### src/hw/rtl/rfr_pkg.sv
// Shared types and constants for the response frame receiver.
// Used by rfr_parser and response_frame_receiver_core; depends on nothing else.
package rfr_pkg;

  // Request command codes carried in the input tuser.
  localparam logic [1:0] CMD_ARM  = 2'd0;
  localparam logic [1:0] CMD_BYTE = 2'd1;
  localparam logic [1:0] CMD_TICK = 2'd2;

  // Result kinds carried in the output tuser.
  localparam logic KIND_PAYLOAD = 1'b0;
  localparam logic KIND_DONE    = 1'b1;

  // Outcome codes of a finished wait.
  localparam logic [1:0] OUTC_OK      = 2'd0;
  localparam logic [1:0] OUTC_BAD_SUM = 2'd1;
  localparam logic [1:0] OUTC_TIMEOUT = 2'd2;

  // Configuration register indexes.
  localparam logic [2:0] REG_HEADER_WORD   = 3'd0;
  localparam logic [2:0] REG_ACK_TYPE      = 3'd1;
  localparam logic [2:0] REG_DATA_TYPE     = 3'd2;
  localparam logic [2:0] REG_LAST_TYPE     = 3'd3;
  localparam logic [2:0] REG_MAX_PAYLOAD   = 3'd4;

  // Configuration reset values.
  localparam logic [15:0] RST_HEADER_WORD = 16'hEF01;
  localparam logic [7:0]  RST_ACK_TYPE    = 8'd7;
  localparam logic [7:0]  RST_DATA_TYPE   = 8'd2;
  localparam logic [7:0]  RST_LAST_TYPE   = 8'd8;
  localparam logic [15:0] RST_MAX_PAYLOAD = 16'd256;

  // Header parser positions while seeking a frame.
  localparam logic [3:0] HC_FIRST   = 4'd0;
  localparam logic [3:0] HC_SECOND  = 4'd1;
  localparam logic [3:0] HC_ADDR0   = 4'd2;
  localparam logic [3:0] HC_ADDR3   = 4'd5;
  localparam logic [3:0] HC_TYPE    = 4'd6;
  localparam logic [3:0] HC_LEN_HI  = 4'd7;
  localparam logic [3:0] HC_LEN_LO  = 4'd8;
  localparam logic [3:0] HC_CONFIRM = 4'd9;

  // Length bytes that are not payload: type-dependent trailer accounting.
  localparam logic [15:0] OVERHEAD_DATA = 16'd2;
  localparam logic [15:0] OVERHEAD_ACK  = 16'd3;

  localparam logic [15:0] TICKS_MAX = 16'hFFFF;

  typedef enum logic [2:0] {
    PH_IDLE  = 3'd0,
    PH_SEEK  = 3'd1,
    PH_BODY  = 3'd2,
    PH_SUMHI = 3'd3,
    PH_SUMLO = 3'd4
  } phase_t;

  typedef struct packed {
    logic [15:0] header_word;
    logic [7:0]  ack_type;
    logic [7:0]  data_type;
    logic [7:0]  last_type;
    logic [15:0] max_payload;
  } cfg_t;

  typedef struct packed {
    logic [1:0]  cmd;
    logic        wait_data;
    logic [15:0] timeout_ticks;
    logic [7:0]  rx_byte;
  } item_t;

  typedef struct packed {
    logic        kind;
    logic [15:0] byte_index;
    logic [7:0]  payload_byte;
    logic [1:0]  outcome;
    logic [7:0]  confirm_code;
    logic [7:0]  frame_type;
  } result_t;

endpackage

### src/hw/rtl/rfr_parser.sv
// Frame parser state and per-request next-state logic of the response frame receiver.
// Depends on rfr_pkg; the result it computes is registered by the top level.
module rfr_parser (
  input  logic            clk,
  input  logic            rst_n,
  input  logic            step_i,
  input  rfr_pkg::item_t  item_i,
  input  rfr_pkg::cfg_t   cfg_i,
  output logic            res_valid_o,
  output rfr_pkg::result_t res_o
);
  import rfr_pkg::*;

  phase_t      phase_r, phase_nxt;
  logic        expect_r, expect_nxt;
  logic [3:0]  hdr_cnt_r, hdr_cnt_nxt;
  logic [7:0]  first_hdr_r, first_hdr_nxt;
  logic [7:0]  type_r, type_nxt;
  logic [15:0] length_r, length_nxt;
  logic [15:0] left_r, left_nxt;
  logic [15:0] pos_r, pos_nxt;
  logic [15:0] sum_r, sum_nxt;
  logic [7:0]  confirm_r, confirm_nxt;
  logic [7:0]  sum_hi_r, sum_hi_nxt;
  logic [15:0] ticks_r, ticks_nxt;
  logic [15:0] limit_r, limit_nxt;

  logic [7:0]  b;
  logic [15:0] len_src;
  logic [15:0] overhead;
  logic [15:0] count_raw;
  logic [15:0] body_count;
  logic [15:0] ticks_inc;
  logic        type_ok;
  logic [15:0] left_dec;

  assign b = item_i.rx_byte;

  // The length is complete either with the low length byte (data) or already stored (ack).
  assign len_src  = (hdr_cnt_r == HC_LEN_LO) ? {length_r[15:8], b} : length_r;
  assign overhead = expect_r ? OVERHEAD_DATA : OVERHEAD_ACK;
  assign count_raw = (len_src >= overhead) ? (len_src - overhead) : 16'd0;
  assign body_count = (expect_r && (count_raw > cfg_i.max_payload)) ? cfg_i.max_payload
                                                                     : count_raw;

  assign ticks_inc = (ticks_r != TICKS_MAX) ? (ticks_r + 16'd1) : ticks_r;
  assign type_ok   = expect_r ? ((b == cfg_i.data_type) || (b == cfg_i.last_type))
                              : (b == cfg_i.ack_type);
  assign left_dec  = left_r - 16'd1;

  always_comb begin
    phase_nxt     = phase_r;
    expect_nxt    = expect_r;
    hdr_cnt_nxt   = hdr_cnt_r;
    first_hdr_nxt = first_hdr_r;
    type_nxt      = type_r;
    length_nxt    = length_r;
    left_nxt      = left_r;
    pos_nxt       = pos_r;
    sum_nxt       = sum_r;
    confirm_nxt   = confirm_r;
    sum_hi_nxt    = sum_hi_r;
    ticks_nxt     = ticks_r;
    limit_nxt     = limit_r;

    if (step_i) begin
      unique case (item_i.cmd)
        CMD_ARM: begin
          expect_nxt    = item_i.wait_data;
          limit_nxt     = item_i.timeout_ticks;
          ticks_nxt     = '0;
          hdr_cnt_nxt   = HC_FIRST;
          first_hdr_nxt = '0;
          type_nxt      = '0;
          length_nxt    = '0;
          left_nxt      = '0;
          pos_nxt       = '0;
          sum_nxt       = '0;
          confirm_nxt   = '0;
          sum_hi_nxt    = '0;
          phase_nxt     = PH_SEEK;
        end
        CMD_TICK: begin
          // Only the header search is timed.
          if (phase_r == PH_SEEK) begin
            ticks_nxt = ticks_inc;
            if (ticks_inc >= limit_r) begin
              phase_nxt   = PH_IDLE;
              hdr_cnt_nxt = HC_FIRST;
            end
          end
        end
        CMD_BYTE: begin
          unique case (phase_r)
            PH_SEEK: begin
              case (hdr_cnt_r) inside
                HC_FIRST: begin
                  first_hdr_nxt = b;
                  hdr_cnt_nxt   = HC_SECOND;
                end
                HC_SECOND: begin
                  if ((first_hdr_r == cfg_i.header_word[15:8]) &&
                      (b == cfg_i.header_word[7:0])) begin
                    hdr_cnt_nxt = HC_ADDR0;
                  end else begin
                    hdr_cnt_nxt = HC_FIRST;
                  end
                end
                [HC_ADDR0:HC_ADDR3]: begin
                  hdr_cnt_nxt = hdr_cnt_r + 4'd1;
                end
                HC_TYPE: begin
                  if (type_ok) begin
                    type_nxt    = b;
                    hdr_cnt_nxt = HC_LEN_HI;
                  end else begin
                    hdr_cnt_nxt = HC_FIRST;
                  end
                end
                HC_LEN_HI: begin
                  length_nxt  = {b, 8'd0};
                  hdr_cnt_nxt = HC_LEN_LO;
                end
                HC_LEN_LO: begin
                  length_nxt = len_src;
                  sum_nxt    = {8'd0, type_r} + {8'd0, length_r[15:8]} + {8'd0, b};
                  if (expect_r) begin
                    left_nxt    = body_count;
                    pos_nxt     = '0;
                    hdr_cnt_nxt = HC_FIRST;
                    phase_nxt   = (body_count != 16'd0) ? PH_BODY : PH_SUMHI;
                  end else begin
                    hdr_cnt_nxt = HC_CONFIRM;
                  end
                end
                HC_CONFIRM: begin
                  confirm_nxt = b;
                  sum_nxt     = sum_r + {8'd0, b};
                  left_nxt    = body_count;
                  pos_nxt     = '0;
                  hdr_cnt_nxt = HC_FIRST;
                  phase_nxt   = (body_count != 16'd0) ? PH_BODY : PH_SUMHI;
                end
                default: begin
                  hdr_cnt_nxt = HC_FIRST;
                end
              endcase
            end
            PH_BODY: begin
              sum_nxt  = sum_r + {8'd0, b};
              pos_nxt  = pos_r + 16'd1;
              left_nxt = left_dec;
              if (left_dec == 16'd0) begin
                phase_nxt = PH_SUMHI;
              end
            end
            PH_SUMHI: begin
              sum_hi_nxt = b;
              phase_nxt  = PH_SUMLO;
            end
            PH_SUMLO: begin
              phase_nxt = PH_IDLE;
            end
            default: begin
            end
          endcase
        end
        default: begin
        end
      endcase
    end
  end

  always_comb begin
    res_valid_o = 1'b0;
    res_o       = '0;

    if (step_i) begin
      unique case (item_i.cmd)
        CMD_TICK: begin
          if ((phase_r == PH_SEEK) && (ticks_inc >= limit_r)) begin
            res_valid_o   = 1'b1;
            res_o.kind    = KIND_DONE;
            res_o.outcome = OUTC_TIMEOUT;
          end
        end
        CMD_BYTE: begin
          unique case (phase_r)
            PH_BODY: begin
              res_valid_o        = 1'b1;
              res_o.kind         = KIND_PAYLOAD;
              res_o.byte_index   = pos_r;
              res_o.payload_byte = b;
            end
            PH_SUMLO: begin
              res_valid_o        = 1'b1;
              res_o.kind         = KIND_DONE;
              res_o.outcome      = ({sum_hi_r, b} == sum_r) ? OUTC_OK : OUTC_BAD_SUM;
              res_o.confirm_code = expect_r ? 8'd0 : confirm_r;
              res_o.frame_type   = type_r;
            end
            default: begin
            end
          endcase
        end
        default: begin
        end
      endcase
    end
  end

  always_ff @(posedge clk) begin
    if (!rst_n) begin
      phase_r     <= PH_IDLE;
      expect_r    <= 1'b0;
      hdr_cnt_r   <= HC_FIRST;
      first_hdr_r <= '0;
      type_r      <= '0;
      length_r    <= '0;
      left_r      <= '0;
      pos_r       <= '0;
      sum_r       <= '0;
      confirm_r   <= '0;
      sum_hi_r    <= '0;
      ticks_r     <= '0;
      limit_r     <= '0;
    end else begin
      phase_r     <= phase_nxt;
      expect_r    <= expect_nxt;
      hdr_cnt_r   <= hdr_cnt_nxt;
      first_hdr_r <= first_hdr_nxt;
      type_r      <= type_nxt;
      length_r    <= length_nxt;
      left_r      <= left_nxt;
      pos_r       <= pos_nxt;
      sum_r       <= sum_nxt;
      confirm_r   <= confirm_nxt;
      sum_hi_r    <= sum_hi_nxt;
      ticks_r     <= ticks_nxt;
      limit_r     <= limit_nxt;
    end
  end

endmodule

### src/hw/rtl/response_frame_receiver_core.sv
// Top level of the response frame receiver: stream ports, input and result registers,
// configuration registers. Depends on rfr_pkg and rfr_parser.
//
// Usage: each input request carries a command in in_tuser (arm a wait, one received
// serial byte, or a one millisecond tick) and its arguments in in_tdata. After an arm,
// received bytes are parsed as a frame; each payload byte comes out as a result with
// out_tuser low, and the end of the wait (ok, checksum mismatch or timeout) comes out
// as a result with out_tuser high. Most requests produce no result at all.
// A request accepted into the input register is parsed when it advances from there, and
// its result, if any, is loaded into the output register by that parse step. Throughput
// is one request per cycle while the output register is free or out_tready is high, set
// by the single parse step between the input register and the result register.
// When out_tready is low, a pending result holds, the parser stalls and the input
// register fills, after which in_tready drops until the result is taken.
// Reset (rst_n low, synchronous) empties both registers, puts the parser in idle and
// restores the configuration registers to their default values. Configuration writes
// on cfg_we take effect at once and are expected only while the block is idle.
module response_frame_receiver_core (
  input  logic        clk,
  input  logic        rst_n,
  input  logic        in_tvalid,
  output logic        in_tready,
  input  logic [31:0] in_tdata,   // [0] wait_data, [16:1] timeout_ticks, [24:17] rx_byte
  input  logic [1:0]  in_tuser,   // [1:0] cmd
  output logic        out_tvalid,
  input  logic        out_tready,
  // [15:0] byte_index, [23:16] payload_byte, [25:24] outcome, [33:26] confirm_code,
  // [41:34] frame_type
  output logic [47:0] out_tdata,
  output logic        out_tuser,  // [0] kind
  input  logic        cfg_we,
  input  logic [2:0]  cfg_addr,
  input  logic [15:0] cfg_wdata
);
  import rfr_pkg::*;

  cfg_t    cfg_r;
  item_t   item_r;
  logic    item_v_r;
  result_t res_r;
  logic    res_v_r;

  logic    advance;
  logic    in_take;
  logic    pr_valid;
  result_t pr_res;

  assign advance   = item_v_r && (!res_v_r || out_tready);
  assign in_tready = !item_v_r || advance;
  assign in_take   = in_tvalid && in_tready;

  rfr_parser u_parser (
    .clk         (clk),
    .rst_n       (rst_n),
    .step_i      (advance),
    .item_i      (item_r),
    .cfg_i       (cfg_r),
    .res_valid_o (pr_valid),
    .res_o       (pr_res)
  );

  always_ff @(posedge clk) begin
    if (!rst_n) begin
      item_v_r <= 1'b0;
    end else if (in_tready) begin
      item_v_r <= in_tvalid;
    end
  end

  always_ff @(posedge clk) begin
    if (in_take) begin
      item_r.cmd           <= in_tuser;
      item_r.wait_data     <= in_tdata[0];
      item_r.timeout_ticks <= in_tdata[16:1];
      item_r.rx_byte       <= in_tdata[24:17];
    end
  end

  always_ff @(posedge clk) begin
    if (!rst_n) begin
      res_v_r <= 1'b0;
    end else if (advance) begin
      res_v_r <= pr_valid;
    end else if (out_tready) begin
      res_v_r <= 1'b0;
    end
  end

  always_ff @(posedge clk) begin
    if (advance && pr_valid) begin
      res_r <= pr_res;
    end
  end

  assign out_tvalid = res_v_r;
  assign out_tuser  = res_r.kind;
  assign out_tdata  = {6'd0, res_r.frame_type, res_r.confirm_code, res_r.outcome,
                       res_r.payload_byte, res_r.byte_index};

  always_ff @(posedge clk) begin
    if (!rst_n) begin
      cfg_r.header_word <= RST_HEADER_WORD;
      cfg_r.ack_type    <= RST_ACK_TYPE;
      cfg_r.data_type   <= RST_DATA_TYPE;
      cfg_r.last_type   <= RST_LAST_TYPE;
      cfg_r.max_payload <= RST_MAX_PAYLOAD;
    end else if (cfg_we) begin
      unique case (cfg_addr)
        REG_HEADER_WORD: cfg_r.header_word <= cfg_wdata;
        REG_ACK_TYPE:    cfg_r.ack_type    <= cfg_wdata[7:0];
        REG_DATA_TYPE:   cfg_r.data_type   <= cfg_wdata[7:0];
        REG_LAST_TYPE:   cfg_r.last_type   <= cfg_wdata[7:0];
        REG_MAX_PAYLOAD: cfg_r.max_payload <= cfg_wdata;
        default: begin
        end
      endcase
    end
  end

endmodule
### config.mk
export PLATFORM = sky130hd
export DESIGN_NAME = response_frame_receiver_core
export DESIGN_NICKNAME = d
export VERILOG_FILES = /design/src/hw/rtl/rfr_pkg.sv /design/src/hw/rtl/rfr_parser.sv /design/src/hw/rtl/response_frame_receiver_core.sv
export SDC_FILE = /design/constraint.sdc
export NUM_CORES = 1
export LEC_CHECK = 0
export BUFFER_PORTS_ARGS = -buffer_cell sky130_fd_sc_hd__buf_2
export CORE_ASPECT_RATIO = 2
export CORE_MARGIN = 4
export CORE_UTILIZATION = 55
export CTS_BUF_LIST = sky130_fd_sc_hd__clkbuf_4 sky130_fd_sc_hd__clkbuf_8
export DETAILED_ROUTE_END_ITERATION = 10
export PLACE_DENSITY = 0.7
export SYNTH_ARGS = -nofsm -noshare
export SYNTH_HDL_FRONTEND = slang
export SYNTH_HIERARCHICAL = 1
export SYNTH_SLANG_ARGS = --single-unit
export TNS_END_PERCENT = 1
### constraint.sdc
create_clock -name clk -period 13.4 [get_ports clk]
set_input_delay 0.67 -clock clk [delete_from_list [all_inputs] [get_ports clk]]
set_output_delay 0.67 -clock clk [all_outputs]
set_load 0.01 [all_outputs]
# --- Word level (Yosys, flattened, before mapping) ---
# Cells that the tools add are included.
op_classes:
  addsub: 8
  n_lt_le_gt_ge: 5
  n_eq_ne: 47
  mux: 106
  bitwise_logic: 3
  n_reduce_logical: 41
op_table:
  columns: ["cell", "n"]
  rows:
  - ["$mux 16", 34]
  - ["$pmux 16 s2", 8]
  - ["$mux 8", 19]
  - ["$pmux 8 s2", 4]
  - ["$eq 8x8->1", 5]
  - ["$mux 4", 10]
  - ["$mux 3", 12]
  - ["$add 16x1->16 const B", 2]
  - ["$add 16x8->16", 2]
  - ["$reduce_and 10->1", 2]
  - ["$mux 18", 1]
  - ["$eq 16x16->1", 1]
  - ["$ge 16x16->1", 1]
  - ["$ge 16x2->1", 1]
  - ["$gt 16x16->1", 1]
  - ["$logic_not 16->1", 1]
  - ["$ne 16x16->1 const B", 1]
  - ["$reduce_and 8->1", 2]
  - ["$reduce_bool 16->1", 1]
  - ["$sub 16x1->16 const B", 1]
  - ["$sub 16x2->16", 1]
  - ["$ne 3x3->1 const B", 5]
  - ["$ne 2x1->1 const B", 7]
  - ["$ne 2x2->1 const B", 7]
  - ["41 further kinds", 81]
word_totals:
  ff_bits: 264
  input_bits: 58
  output_inout_bits: 51

# --- Logic depth before layout (Yosys ltp) ---
logic_depth:
  ltp_word: 18
  ltp_mapped: 27

# --- Modules after synthesis ---
# The synthesis kept the hierarchy.
modules_own_cells:
  columns: ["mod", "n_inst", "cells_per_inst", "area_each_um2", "seq_area_each_um2"]
  rows:
  - ["rfr_parser", 1, 1320, 10010.9, 2722.6]
  - ["response_frame_receiver_core", 1, 305, 4485.6, 3263.1]

# --- Worst setup path after synthesis ---
# Ideal clock, no wire load.
synth_path:
  path_type: "register to register"
  start: "register u_parser.hdr_cnt_r[0]"
  end: "register u_parser.phase_r[0]"
  setup_time_ps: 60
  t_arrival_ps: 5408
  required_time_ps: 13340
  slack_ps: 7931
  stages_incl_launch_ff: 27
  synth_period_minus_slack_ps: 5469
  cell_sequence: "dfxtp_1 -> inv_1 -> ha_1 -> buf_2 -> and3b_1 -> buf_4 -> buf_2 -> mux2i_1 -> ha_1 -> inv_1 -> ha_1 -> nor3_1 -> mux2i_2 -> nor2_1 -> and2_1 -> clkbuf_2 -> buf_2 -> nor2_1 -> ha_1 -> nand2_1 -> or4_1 -> a21o_1 -> a31o_4 -> or4_4 -> a2111oi_4 -> o2111a_1 -> a32o_1"
synth_between:
  elab_chain_len: 18
  elab_cells_between_ends: 36
  cone_classes: "add/sub: 1; order compare: 4; eq/ne: 12; mux: 14; reduce/logical: 5"
synth_lines:
  columns: ["element", "line_no", "text"]
  rows:
  - ["start: declaration", "rfr_parser.sv:16", "logic [3:0] hdr_cnt_r, hdr_cnt_nxt;"]
  - ["start signal: assignment", "rfr_parser.sv:230", "hdr_cnt_r <= hdr_cnt_nxt;"]
  - ["$eq 4x4->1", "rfr_parser.sv:40", "assign len_src = (hdr_cnt_r == HC_LEN_LO) ? {length_r[15:8], b} : length_r;"]
  - ["$mux 8", "rfr_parser.sv:40", null]
  - ["$sub 16x2->16 or $ge 16x2->1 (tied branches)", "rfr_parser.sv:42", "assign count_raw = (len_src >= overhead) ? (len_src - overhead) : 16'd0;"]
  - ["$mux 16", "rfr_parser.sv:42", null]
  - ["$gt 16x16->1", "rfr_parser.sv:43", "assign body_count = (expect_r && (count_raw > cfg_i.max_payload)) ? cfg_i.max_payload"]
  - ["$logic_and 1x1->1", "rfr_parser.sv:43", null]
  - ["$mux 16", "rfr_parser.sv:43", null]
  - ["$reduce_bool 16->1", "rfr_parser.sv:131, rfr_parser.sv:142", null]
  - ["$mux 1", "rfr_parser.sv:131, rfr_parser.sv:142", null]
  - ["$mux 3, on equally long branches", "rfr_parser.sv:96, rfr_parser.sv:127", null]
  - ["$mux 3 (6 in series)", "rfr_parser.sv:96", "case (hdr_cnt_r) inside"]
  - ["$pmux 3 s4", "rfr_parser.sv:94", "unique case (phase_r)"]
  - ["$pmux 3 s3", "rfr_parser.sv:67", "unique case (item_i.cmd)"]
  - ["end signal: assignment", "rfr_parser.sv:228", "phase_r <= phase_nxt;"]
  - ["end: declaration", "rfr_parser.sv:14", "phase_t phase_r, phase_nxt;"]
# Several ways; a longest one is shown, not always the timed one. The select of a mux whose other input is x is not followed.
# A chain may end at the register's enable or synchronous reset.

# --- Final worst setup path ---
# Same ends and word-level chain as after synthesis.

==> metrics.cfg <==
[clock_network]
clkLatencyLatePin_ns = 0.58
postCtsSetupRepairBufs = 0
cts_resized = 0
root_buffer = clkbuf_8
tritoncts = done
cts_sinks = 264
htreeDepth = 2
clk_pin_slew_ns = 0.07
max-clock-path-buffers = 3
ctsHoldBuffers = 0
cts_made_buffers = 38

[synth]
netlist_top_cells_area = dfxtp_1 (27%), edfxtp_1 (15%), mux2i_1 (5.9%), nand2_1 (5.3%), ha_1 (5.3%)
netlist_area_um2 = 14500
synth_seq_cells = 264
yosysTopAreaCell = dfxtp_1
synthFlopType = dfxtp_1
synth_cell_types = 91
synth-async-reset-ratio_pct = 0
yosys_warnings = 6
synth_seq_area_share_pct = 41.29
yosysTopAreaCellShare_pct = 26.79
synth_edf_count = 70
synth_cells = 1625
syn_area_per_cell_um2 = 8.921

[sta]
slew_headroom_pct = 22.32
slew_viol_final = 0
rsz0062_at_grt = no
fin_setup_tns_ns = 0
setup_viol = 0
fin_crit_ns = 6.656
tightest_slew_ns = 1.157
period_share_pct = 49.67
fmax_mhz = 150.3
finClkSkew_ns = 0.02541
finalHoldViolations = 0
setup_ws_ns = 6.745

[routing]
drc = 0
drt_pre_antenna_iters = 5
wire_per_inst_um = 18.53
vias_per_cell = 5.830
wl_um = 38050
num_vias = 11970
final_antenna_net_count = 0
dr.first_iter.drc_count = 764

[setup_path]
start_kind = flop
reg2reg_slack_ns = 6.74
arrival_ns = 7.16
critPathMaxFanout = 17
reg2regPathDepth = 22
reg2reg_to = u_parser/phase_r[0]
criticalPathCategory = flop to flop
crit_required_ns = 13.90
critPathCaptureType = flop
worstReg2RegStart = u_parser/hdr_cnt_r[0]
startpoint = u_parser/hdr_cnt_r[0]

[die]
num_rows = 83
die_h_um = 237.6
die_width_um = 122.8
io_pins = 109
die_area_um2 = 29180
start_util_pct = 56.06
coreArea_um2 = 25860

[place]
io_buffers = 95
gp_congestion = 0.9241
dpl.hpwl_um = 27790
dp_slack_ns = 6.824

[min_path]
holdPathEnd = item_r[6]
hold_path_class = primary input to flop
worstHoldStart = in_tdata[23]
hold_depth = 1

[layout]
final_layout_size_suffix_gt1_share_pct = 12.78
finalNetCount = 1815
layout-area-overhead-vs-synth_pct = 9.719
fillers = 2300

[global_routing]
grt_max_degree = 84
grt_pass1_wl_um = 60220
grt_usage_pct = 26.10
grt_pass1_vias = 11830
antenna_found_initial = 1
overflow = 0

[power]
ir_drop_uv = 73.44
power.leakage_nw = 6.256
pwr_density_cell_nw_per_um2 = 103.5
p_total_w = 0.001647

[run_status]
status = complete, no violations

[flow_run]
cap_violations = 0

==> how the worst max path moves through the flow <==
stage,slack (ns),to
3_3_place_gp,6.91,u_parser/phase_r[0]
6_report,6.74,u_parser/phase_r[0]
5_1_grt,6.26,u_parser/phase_r[0]
4_1_cts,6.81,u_parser/phase_r[0]
3_5_place_dp,6.82,u_parser/phase_r[0]
2_1_floorplan,7.93,u_parser/phase_r[0]
==> cell usage after synthesis (all sizes together), types with 4 or more instances <==
master and instances:
nand2 205, dfxtp 194, nor2 171, a21oi 125, mux2i 86, xnor2 71
edfxtp 70, clkbuf 65, ha 61, inv 52, o21ai 51, nand3 37
nor2b 35, and3 34, nand4 31, buf 30, nor3 26, xor2 26
and2 23, nor4 16, a22oi 15, a31oi 15, or2 13, a21o 12
fa 10, mux2 9, nor3b 9, or3 9, o211ai 8, o21a 8
o31ai 7, or4 7, a2111oi 6, nand2b 6, a21boi 5, a31o 5
nand3b 5, o211a 5, o21bai 5, o41ai 5, a211oi 4
==> critical path, stage by stage (launching register included) <==
cell       delay, ns
dfxtp_1         0.37
inv_1           0.11
ha_1            0.31
and3b_1         0.71
mux2i_1         0.36
ha_1            0.29
inv_1           0.06
ha_1            0.21
nor3_1          0.18
mux2i_2         0.18
nor2_1          0.30
and2_1          0.57
o41a_1          0.25
inv_1           0.06
ha_1            0.29
nand4_1         0.12
or4_1           0.44
o21ai_0         0.29
a31o_4          0.30
mux2_2          0.42
a2111oi_4       0.33
o2111a_1        0.27
a32o_1          0.16
==> metrics by stage <==
stage	std cells	utilization (%)	hold WS, ns	area, um2
3_5_place_dp	1986	58.42	0.4438	15110
4_1_cts	2053	61.50	0.2317	15900
2_1_floorplan	1630	-	0.4321	14520
3_3_place_gp	1986	58.42	0.4378	15110
5_1_grt	2054	61.51	0.2432	15910
6_report	2054	61.51	0.2624	15910
==> layer usage <==
| metal | track usage, % | wire length [um] |
|---|---|---|
| met4 | 13.66 | 2067 |
| met5 | 0 | 0 |
| met2 | 49.68 | 20860 |
| met3 | 3.429 | 1499 |
| met1 | 26.84 | 13620 |
==> cell type report <==
class                      instances  area, um2  share of cell area (%)
antenna                            1      2.502                 0.01573
clock buffer                      55      700.7                   4.405
clock inverter                    12      95.09                  0.5979
inverter                          53      200.2                   1.259
multi-input combinational       1218       7900                   49.67
sequential                       264       5986                   37.63
tap                              340      425.4                   2.675
timing repair buffer             111      595.6                   3.744
==> placed cells by master (no fill, tap or decap), types with 31 or more instances in the layout <==
master and n:
edfxtp_1 70, nand2_1 204, mux2i_1 85, buf_2 95, clkbuf_8 46, and3_1 33, ha_1 61, nand4_1 31
dfxtp_1 194, nor2b_1 35, nand3_1 37, a21oi_1 124, o21ai_0 47, inv_1 52, nor2_1 171, xnor2_1 71
==> power breakdown <==
| part | internal, W | total [W] | switching (W) | leakage, nW |
|---|---|---|---|---|
| clock | 0.000358 | 0.000673 | 0.000315 | 0.422 |
| combinational | 0.0000456 | 0.000131 | 0.0000855 | 3.62 |
| sequential | 0.000830 | 0.000843 | 0.0000124 | 2.21 |
| total | 0.00123 | 0.00165 | 0.000413 | 6.26 |
==> flip-flops by register name, indices dropped and copies added (netlist names), 16 cells and up <==
register           flops
cfg_r                 56
out_tdata             42
item_r                27
u_parser/left_r       16
u_parser/length_r     16
u_parser/limit_r      16
u_parser/pos_r        16
u_parser/sum_r        16
u_parser/ticks_r      16
==> cells by family (layout without fill, tap and decap cells) <==
group                    Yosys count  in the layout  synth area share (%)
AND/OR/NAND/NOR                  646            646                 21.83
flip-flops                       264            264                 41.29
other                              1              7               0.02587
multiplexers                      95             95                 6.663
AO/OA/AOI/OAI                    303            303                 13.34
adder cells (fa/ha/maj)           71             71                 6.646
XOR/XNOR                          97             97                 5.861
buffers and inverters            148            231                 4.350
No activity file was read; power rests on OpenSTA's default activity.
